==> src/rtl/tcw_pkg.sv <==
// tcw_pkg: shared types and constants of the tcp congestion window control block
// used by all tcw modules; no dependencies

package tcw_pkg;

  localparam int unsigned MAX_WINDOW_SEG   = 1024;
  localparam int unsigned INIT_THRESH_SEG  = 64;

  localparam logic [10:0] MAX_WINDOW        = 11'(MAX_WINDOW_SEG);
  localparam logic [10:0] INITIAL_THRESHOLD = 11'(INIT_THRESH_SEG);

  localparam logic [15:0] RTT_RESET       = 16'd500;
  localparam logic [15:0] RTT_TIMEOUT_ADD = 16'd200;
  localparam logic [15:0] RTT_MAX         = 16'hFFFF;
  localparam logic [7:0]  COUNT_MAX       = 8'hFF;

  localparam logic [15:0] SEG_SIZE_RESET  = 16'd1024;
  localparam logic [7:0]  TO_LIMIT_RESET  = 8'd5;

  // request kinds
  localparam logic [1:0] REQ_START   = 2'd0;
  localparam logic [1:0] REQ_ACK     = 2'd1;
  localparam logic [1:0] REQ_TIMEOUT = 2'd2;

  // configuration register indexes
  localparam logic CFG_SEGMENT_SIZE  = 1'b0;
  localparam logic CFG_TIMEOUT_LIMIT = 1'b1;

  // state snapshot and inputs carried from the update stage to the burst stage
  typedef struct packed {
    logic [31:0] remaining_bytes;
    logic [15:0] peer_window;
    logic [10:0] cwnd;
    logic [10:0] ssthresh;
    logic [15:0] rtt;
    logic        give_up;
  } stage_t;

endpackage

==> src/rtl/tcw_req_if.sv <==
// tcw_req_if: valid/ready channel carrying one congestion event
// plain logic payload; no package dependencies

interface tcw_req_if;
  logic        valid;
  logic        ready;
  logic [1:0]  req_type;
  logic [31:0] remaining_bytes;
  logic [15:0] peer_window;
  logic [15:0] elapsed_ms;

  modport source (output valid, req_type, remaining_bytes, peer_window, elapsed_ms,
                  input ready);
  modport sink   (input valid, req_type, remaining_bytes, peer_window, elapsed_ms,
                  output ready);
endinterface

==> src/rtl/tcw_rsp_if.sv <==
// tcw_rsp_if: valid/ready channel carrying one congestion result
// plain logic payload; no package dependencies

interface tcw_rsp_if;
  logic        valid;
  logic        ready;
  logic [31:0] burst_bytes;
  logic        blocked;
  logic        give_up;
  logic [10:0] window_segments;
  logic [10:0] slow_start_threshold;
  logic [15:0] rtt_estimate;
  logic [16:0] timeout_ms;

  modport source (output valid, burst_bytes, blocked, give_up, window_segments,
                  slow_start_threshold, rtt_estimate, timeout_ms,
                  input ready);
  modport sink   (input valid, burst_bytes, blocked, give_up, window_segments,
                  slow_start_threshold, rtt_estimate, timeout_ms,
                  output ready);
endinterface

==> src/rtl/tcp_congestion_window_control.sv <==
// tcp_congestion_window_control: tahoe-style congestion window control, top level
// the state update stage feeds the burst stage, which forms the window times segment size product
// throughput: one request per cycle while the result channel is not stalled by rsp.ready
// reset: synchronous, window 1 segment, threshold 64, rtt 500 ms, timeout count 0,
// segment size 1024, timeout limit 5; depends on tcw_pkg, tcw_req_if, tcw_rsp_if

module tcp_congestion_window_control (
  input  logic         clk,
  input  logic         rst,
  tcw_req_if.sink      req,
  tcw_rsp_if.source    rsp,
  input  logic         cfg_we,
  input  logic         cfg_index,
  input  logic [15:0]  cfg_data
);

  logic [15:0]     segment_size;
  logic [7:0]      timeout_limit;
  logic            st_valid;
  logic            st_ready;
  tcw_pkg::stage_t st;

  always_ff @(posedge clk) begin
    if (rst) begin
      segment_size  <= tcw_pkg::SEG_SIZE_RESET;
      timeout_limit <= tcw_pkg::TO_LIMIT_RESET;
    end else if (cfg_we) begin
      unique case (cfg_index)
        tcw_pkg::CFG_SEGMENT_SIZE:  segment_size  <= cfg_data;
        tcw_pkg::CFG_TIMEOUT_LIMIT: timeout_limit <= cfg_data[7:0];
        default: ;
      endcase
    end
  end

  tcw_update u_update (
    .clk             (clk),
    .rst             (rst),
    .in_valid        (req.valid),
    .in_ready        (req.ready),
    .req_type        (req.req_type),
    .remaining_bytes (req.remaining_bytes),
    .peer_window     (req.peer_window),
    .elapsed_ms      (req.elapsed_ms),
    .timeout_limit   (timeout_limit),
    .st_valid        (st_valid),
    .st_ready        (st_ready),
    .st              (st)
  );

  tcw_burst u_burst (
    .clk          (clk),
    .rst          (rst),
    .st_valid     (st_valid),
    .st_ready     (st_ready),
    .st           (st),
    .segment_size (segment_size),
    .rsp          (rsp)
  );

endmodule

==> src/rtl/tcw_update.sv <==
// tcw_update: congestion state registers and their per-event update
// registers the new state and the event fields into the stage register; uses tcw_pkg

module tcw_update (
  input  logic              clk,
  input  logic              rst,
  input  logic              in_valid,
  output logic              in_ready,
  input  logic [1:0]        req_type,
  input  logic [31:0]       remaining_bytes,
  input  logic [15:0]       peer_window,
  input  logic [15:0]       elapsed_ms,
  input  logic [7:0]        timeout_limit,
  output logic              st_valid,
  input  logic              st_ready,
  output tcw_pkg::stage_t   st
);

  logic [10:0] cwnd, cwnd_next;
  logic [10:0] ssthresh, ssthresh_next;
  logic [15:0] rtt, rtt_next;
  logic [7:0]  timeout_count, timeout_count_next;

  logic [11:0] grown;
  logic [18:0] rtt_x7;
  logic [16:0] rtt_smooth;
  logic [16:0] rtt_backoff;
  logic        accept;

  assign in_ready = !st_valid || st_ready;
  assign accept   = in_valid && in_ready;

  always_comb begin
    cwnd_next          = cwnd;
    ssthresh_next      = ssthresh;
    rtt_next           = rtt;
    timeout_count_next = timeout_count;

    grown       = (cwnd >= ssthresh) ? {1'b0, cwnd} + 12'd1 : {cwnd, 1'b0};
    rtt_x7      = {rtt, 3'b000} - {3'b000, rtt};
    rtt_smooth  = {1'b0, rtt_x7[18:3]} + {4'b0000, elapsed_ms[15:3]};
    rtt_backoff = {1'b0, rtt} + {1'b0, tcw_pkg::RTT_TIMEOUT_ADD};

    unique case (req_type)
      tcw_pkg::REQ_START: begin
        timeout_count_next = '0;
      end
      tcw_pkg::REQ_ACK: begin
        timeout_count_next = '0;
        cwnd_next = (grown > {1'b0, tcw_pkg::MAX_WINDOW}) ? tcw_pkg::MAX_WINDOW
                                                          : grown[10:0];
        rtt_next  = rtt_smooth[16] ? tcw_pkg::RTT_MAX : rtt_smooth[15:0];
      end
      tcw_pkg::REQ_TIMEOUT: begin
        if (timeout_count != tcw_pkg::COUNT_MAX) begin
          timeout_count_next = timeout_count + 8'd1;
        end
        ssthresh_next = (cwnd > 11'd1) ? {1'b0, cwnd[10:1]} : 11'd1;
        cwnd_next     = 11'd1;
        rtt_next      = rtt_backoff[16] ? tcw_pkg::RTT_MAX : rtt_backoff[15:0];
      end
      default: begin
        // unused kind leaves the state alone
      end
    endcase
  end

  always_ff @(posedge clk) begin
    if (rst) begin
      cwnd          <= 11'd1;
      ssthresh      <= tcw_pkg::INITIAL_THRESHOLD;
      rtt           <= tcw_pkg::RTT_RESET;
      timeout_count <= '0;
      st_valid      <= 1'b0;
    end else begin
      if (accept) begin
        cwnd          <= cwnd_next;
        ssthresh      <= ssthresh_next;
        rtt           <= rtt_next;
        timeout_count <= timeout_count_next;
        st_valid      <= 1'b1;
      end else if (st_ready) begin
        st_valid      <= 1'b0;
      end
    end
  end

  // snapshot of the state after this event
  always_ff @(posedge clk) begin
    if (accept) begin
      st.remaining_bytes <= remaining_bytes;
      st.peer_window     <= peer_window;
      st.cwnd            <= cwnd_next;
      st.ssthresh        <= ssthresh_next;
      st.rtt             <= rtt_next;
      st.give_up         <= (timeout_count_next >= timeout_limit);
    end
  end

endmodule

==> src/rtl/tcw_burst.sv <==
// tcw_burst: burst length computation and the result register
// takes the stage snapshot from tcw_update; uses tcw_pkg

module tcw_burst (
  input  logic              clk,
  input  logic              rst,
  input  logic              st_valid,
  output logic              st_ready,
  input  tcw_pkg::stage_t   st,
  input  logic [15:0]       segment_size,
  tcw_rsp_if.source         rsp
);

  logic [26:0] window_bytes;
  logic [31:0] peer_bound;
  logic [31:0] burst;
  logic        accept;

  assign st_ready = !rsp.valid || rsp.ready;
  assign accept   = st_valid && st_ready;

  always_comb begin
    window_bytes = {16'd0, st.cwnd} * {11'd0, segment_size};
    peer_bound   = (st.remaining_bytes < {16'd0, st.peer_window}) ? st.remaining_bytes
                                                                  : {16'd0, st.peer_window};
    burst        = (peer_bound < {5'd0, window_bytes}) ? peer_bound : {5'd0, window_bytes};
  end

  always_ff @(posedge clk) begin
    if (rst) begin
      rsp.valid <= 1'b0;
    end else if (accept) begin
      rsp.valid <= 1'b1;
    end else if (rsp.ready) begin
      rsp.valid <= 1'b0;
    end
  end

  always_ff @(posedge clk) begin
    if (accept) begin
      rsp.burst_bytes          <= burst;
      rsp.blocked              <= (st.peer_window == 16'd0);
      rsp.give_up              <= st.give_up;
      rsp.window_segments      <= st.cwnd;
      rsp.slow_start_threshold <= st.ssthresh;
      rsp.rtt_estimate         <= st.rtt;
      rsp.timeout_ms           <= {st.rtt, 1'b0};
    end
  end

endmodule
==> src/flat_wrapper.sv <==
// flat-port wrapper written by rule: the top's interface ports become plain ports
module tcp_congestion_window_control_flat 
  (clk, rst, cfg_we, cfg_index, cfg_data, req_valid, req_req_type, req_remaining_bytes, req_peer_window, req_elapsed_ms, req_ready, rsp_valid, rsp_burst_bytes, rsp_blocked, rsp_give_up, rsp_window_segments, rsp_slow_start_threshold, rsp_rtt_estimate, rsp_timeout_ms, rsp_ready);
  tcw_req_if req_i ();
  tcw_rsp_if rsp_i ();
  input  logic clk;
  input  logic rst;
  input  logic cfg_we;
  input  logic cfg_index;
  input  logic [15:0] cfg_data;
  input wire logic [$bits(req_i.valid)-1:0] req_valid;
  input wire logic [$bits(req_i.req_type)-1:0] req_req_type;
  input wire logic [$bits(req_i.remaining_bytes)-1:0] req_remaining_bytes;
  input wire logic [$bits(req_i.peer_window)-1:0] req_peer_window;
  input wire logic [$bits(req_i.elapsed_ms)-1:0] req_elapsed_ms;
  output wire logic [$bits(req_i.ready)-1:0] req_ready;
  output wire logic [$bits(rsp_i.valid)-1:0] rsp_valid;
  output wire logic [$bits(rsp_i.burst_bytes)-1:0] rsp_burst_bytes;
  output wire logic [$bits(rsp_i.blocked)-1:0] rsp_blocked;
  output wire logic [$bits(rsp_i.give_up)-1:0] rsp_give_up;
  output wire logic [$bits(rsp_i.window_segments)-1:0] rsp_window_segments;
  output wire logic [$bits(rsp_i.slow_start_threshold)-1:0] rsp_slow_start_threshold;
  output wire logic [$bits(rsp_i.rtt_estimate)-1:0] rsp_rtt_estimate;
  output wire logic [$bits(rsp_i.timeout_ms)-1:0] rsp_timeout_ms;
  input wire logic [$bits(rsp_i.ready)-1:0] rsp_ready;
  assign req_i.valid = req_valid;
  assign req_i.req_type = req_req_type;
  assign req_i.remaining_bytes = req_remaining_bytes;
  assign req_i.peer_window = req_peer_window;
  assign req_i.elapsed_ms = req_elapsed_ms;
  assign req_ready = req_i.ready;
  assign rsp_valid = rsp_i.valid;
  assign rsp_burst_bytes = rsp_i.burst_bytes;
  assign rsp_blocked = rsp_i.blocked;
  assign rsp_give_up = rsp_i.give_up;
  assign rsp_window_segments = rsp_i.window_segments;
  assign rsp_slow_start_threshold = rsp_i.slow_start_threshold;
  assign rsp_rtt_estimate = rsp_i.rtt_estimate;
  assign rsp_timeout_ms = rsp_i.timeout_ms;
  assign rsp_i.ready = rsp_ready;
  tcp_congestion_window_control u_core (.clk(clk), .rst(rst), .req(req_i), .rsp(rsp_i), .cfg_we(cfg_we), .cfg_index(cfg_index), .cfg_data(cfg_data));
endmodule
==> config.mk <==
export PLATFORM = sky130hd
export DESIGN_NAME = tcp_congestion_window_control_flat
export DESIGN_NICKNAME = d
export VERILOG_FILES = /design/src/rtl/tcw_pkg.sv /design/src/rtl/tcw_req_if.sv /design/src/rtl/tcw_rsp_if.sv /design/src/rtl/tcp_congestion_window_control.sv /design/src/rtl/tcw_update.sv /design/src/rtl/tcw_burst.sv /design/src/flat_wrapper.sv
export SDC_FILE = /design/constraint.sdc
export NUM_CORES = 1
export LEC_CHECK = 0
export BUFFER_PORTS_ARGS = -buffer_cell sky130_fd_sc_hd__buf_2
export CORE_MARGIN = 2
export CORE_UTILIZATION = 61
export DETAILED_ROUTE_END_ITERATION = 10
export GPL_ROUTABILITY_DRIVEN = 0
export PLACE_DENSITY_LB_ADDON = 0.2
export SYNTH_ARGS = -nofsm -noshare
export SYNTH_HDL_FRONTEND = slang
export SYNTH_HIERARCHICAL = 1
export SYNTH_SLANG_ARGS = --single-unit
==> constraint.sdc <==
create_clock -name clk -period 8.1 [get_ports clk]
set_input_delay 0.405 -clock clk [delete_from_list [all_inputs] [get_ports clk]]
set_output_delay 0.405 -clock clk [all_outputs]
set_load 0.05 [all_outputs]
==> run summary <==
Layout cells sized above 1 -> 14.7%
Max Freq -> 130 MHz
Crit Path Category -> reg -> reg
Primary FF master, synth -> edfxtp_1
Post-route ant nets -> 0
Clk buf depth -> 3
Vias post-DR -> 14200
DR WL met2 -> 21200 um
Die Height -> 178 um
Vias/cell -> 5.75
Mapped Cells -> 1904
FFs w/ async S/R, synth -> 0%
Filler instances -> 2212
CTS Buf Count -> 26
IO Pins -> 179
LEAKAGE -> 9.24 nW
Layout Area Growth over Synthesis -> 11.7%
Final setup vio count -> 0
DRT Pass-1 Iters -> 6
CTS sink count -> 231
Starting DRT DRC Count -> 1044
Die Span X -> 178 um
Worst-Skew Late Latency -> 0.52 ns
VDD IR max -> 0.149 mV
Final Routed Wirelength -> 42500 um
Grt total ovfl -> 0
Clock transition at path regs -> 0.06 ns
Hold-fix buffers at CTS -> 0
Clock skew -> 0.0161 ns
Largest net degree at the start of global routing -> 88
#FFs+latches synth -> 231
Area of the multi-input gates -> 0.0109 mm^2
CTS tree -> built
Hold violation count in the final report -> 0
First-pass GRT wire length -> 69100 um
Status -> finished clean
Critical path data required time -> 8.35 ns
Hold depth -> 1
CP Max Fanout -> 10
Critical Path Sink Type -> flip-flop
GRT Util Overall -> 26.9%
Worst-Margin Slew -> 1.13 ns
Startpoint types -> flip-flop
Post-layout min period -> 7.72 ns
Post-synthesis average cell area -> 9.67 um^2
R2R cell count -> 27
Ys Warns -> 6
Final non-filler cell total -> 2472
Sequential-to-total area share from yosys stat -> 33.8%
Vias in the first global route -> 14100
Max-slew headroom -> 24.4%
Critical path arrival -> 7.97 ns
Register area -> 0.00623 mm^2
Fin nets -> 2435
Core Rows -> 63
Post-DP HPWL -> 31100 um
DR WL/cell -> 17.2 um
Htree depth -> 1
Number of synthesized flops with an enable pin -> 159
Root buffer cell -> clkbuf_16
Full die area -> 0.0316 mm^2
M1 WL -> 18100 um
Post-Place Cells -> 2406
Number of port buffers -> 174
Post-route DRC -> 0
Commonest cells after routing, fill and taps aside -> 242 x inv_1, 186 x nand2_1, 174 x buf_2, 159 x ha_1, 159 x edfxtp_1
Slew Limit Fails -> 0
Mapped Area -> 0.0184 mm^2
HP Class -> in -> reg
Most common cell after layout, fill and taps aside -> inv_1
Power density over cell area -> 184 mW/mm^2
Starting density of the core -> 62.0%
Ant diodes -> 0
RSZ-0062 raised after global routing -> no
# Max-Cap Violations -> 0
Core ar. -> 0.0297 mm^2
TNS Setup -> 0 ns
Fin crit share -> 95.3%
Initial antenna violation count -> 0
Unique masters post-synth -> 84
DR WL met3 -> 2340 um
Highest routed layer -> met4
[state kept, by name, summed over array words and instances, names as in the netlist]
signal and flops:
u_core/u_update/st 87, u_core/u_burst/rsp.burst_bytes 32, u_core/segment_size 16, u_core/u_burst/rsp.timeout_ms 16, u_core/u_update/rtt 16, u_core/u_burst/rsp.slow_start_threshold 11, u_core/u_burst/rsp.window_segments 11, u_core/u_update/cwnd 11
u_core/u_update/ssthresh 11, u_core/timeout_limit 8, u_core/u_update/timeout_count 8, u_core/u_burst/rsp.blocked 1, u_core/u_burst/rsp.give_up 1, u_core/u_burst/rsp.valid 1, u_core/u_update/st_valid 1
[cells in the mapped netlist, types with 5 or more instances]
| library cell | n | area, um^2 |
|---|---|---|
| inv_1 | 243 | 912 |
| nand2_1 | 186 | 698 |
| edfxtp_1 | 159 | 4770 |
| ha_1 | 159 | 1990 |
| fa_1 | 126 | 2520 |
| nor2_1 | 112 | 420 |
| a21oi_1 | 99 | 495 |
| and2_1 | 87 | 544 |
| dfxtp_1 | 72 | 1440 |
| o21ai_0 | 68 | 340 |
| clkbuf_1 | 60 | 225 |
| nand2b_1 | 40 | 250 |
| mux2i_1 | 36 | 360 |
| a21o_1 | 34 | 255 |
| nand3_1 | 28 | 140 |
| nor3_1 | 28 | 140 |
| xnor2_1 | 26 | 228 |
| o22ai_1 | 22 | 138 |
| buf_4 | 20 | 150 |
| nand4_1 | 17 | 106 |
| xor2_1 | 17 | 149 |
| o21a_1 | 15 | 113 |
| a31oi_1 | 14 | 87.6 |
| and3_1 | 14 | 87.6 |
| a211o_1 | 12 | 105 |
| nor2b_1 | 12 | 75.1 |
| o21ai_1 | 12 | 60.1 |
| buf_2 | 11 | 55.1 |
| nor4_1 | 11 | 68.8 |
| a211oi_1 | 10 | 75.1 |
| a22oi_1 | 9 | 67.6 |
| nand4bb_1 | 9 | 101 |
| mux2_2 | 8 | 90.1 |
| o31ai_1 | 8 | 60.1 |
| or3_1 | 8 | 50.1 |
| a2111oi_0 | 6 | 52.6 |
| a41oi_1 | 6 | 52.6 |
| and4_1 | 6 | 52.6 |
| o211ai_1 | 6 | 45.0 |
| o21bai_1 | 6 | 45.0 |
| a311oi_1 | 5 | 43.8 |
| buf_1 | 5 | 18.8 |
| o221ai_1 | 5 | 43.8 |
[report_power, final]
part / switching [W] / leakage (nW) / internal, W / total [W]
Sequential: 0.0000578 / 2.14 / 0.00135 / 0.00141
Combinational: 0.000728 / 6.66 / 0.000441 / 0.00117
Clock: 0.000482 / 0.447 / 0.000730 / 0.00121
Total: 0.00127 / 9.24 / 0.00253 / 0.00379
[metal layers]
layer	track usage (%)	vias up
li1	-	6831
met1	34.8	6788
met2	47.4	523
met3	3.56	74
met4	7.41	0
met5	0	-
[through the flow]
step           setup WS [ns]  power, W  hold slack, ns  cell area [um^2]  util, %
2_1_floorplan          0.932   0.00232           0.400             18500        -
4_1_cts               0.0741   0.00380          0.0387             20400     68.7
5_1_grt             0.000788   0.00400          0.0368             20600     69.2
3_5_place_dp           0.122   0.00258           0.405             19500     65.7
3_3_place_gp           0.280   0.00254           0.403             19500     65.7
6_report               0.383   0.00379          0.0576             20600     69.2
[what timing repair did]
action	4_1_cts	5_1_grt
endpoints found under the hold margin	0	0
setup endpoints to repair	0	27
setup buffers	0	18
resized for setup	0	11
[area by class of cell]
cell class,count,share of cell area (%)
Multi-Input combinational cell,1346,52.9
Sequential cell,231,30.3
Timing Repair Buffer,213,5.66
Inverter,244,4.46
Clock buffer,32,3.68
Tap cell,390,2.37
Clock inverter,16,0.706
[worst max-delay path: stages, from the launching register on]
cell	delay, ns
edfxtp_1	0.58
buf_4	0.21
nand2_1	0.07
fa_1	0.51
fa_1	0.52
inv_1	0.04
ha_1	0.31
fa_1	0.56
inv_1	0.06
fa_1	0.53
inv_1	0.04
ha_1	0.35
o21a_1	0.15
a2111oi_1	0.57
o21ai_0	0.15
a221oi_1	0.39
a211o_1	0.25
a21oi_1	0.10
xnor2_1	0.23
ha_1	0.18
nand4_1	0.17
or3_1	0.42
nor3_1	0.21
a211oi_1	0.11
o21ai_0	0.23
a31oi_4	0.15
buf_4	0.22
mux2i_1	0.13
[worst paths after layout]
kind / startpoint / end / slack [ns]
setup / recovery: u_core/u_update/st[32]$_DFFE_PP_ / u_core/u_burst/rsp.burst_bytes[11]$_DFFE_PP_ / 0.38
hold / removal: req_remaining_bytes[7] / u_core/u_update/st[62]$_DFFE_PP_ / 0.06
setup reg to reg: u_core/u_update/st[32]$_DFFE_PP_ / u_core/u_burst/rsp.burst_bytes[11]$_DFFE_PP_ / 0.38
hold reg to reg: u_core/u_update/st[10]$_DFFE_PP_ / u_core/u_burst/rsp.timeout_ms[10]$_DFFE_PP_ / 0.42
[logic make-up (layout without fill, tap and decap cells)]
kind of cell / after synthesis / after routing / synth area share [%]
other: 1 / 17 / 0.0204
adders and majority gates: 285 / 285 / 24.5
buffers and inverters: 343 / 505 / 7.60
DFF: 231 / 231 / 33.8
AOI/OAI and AO/OA: 375 / 375 / 13.6
muxes: 45 / 45 / 2.53
and+or+nand+nor: 581 / 581 / 15.9
xor gates and xnor gates: 43 / 43 / 2.05
Note: power is estimated with default switching activity, not from simulation.
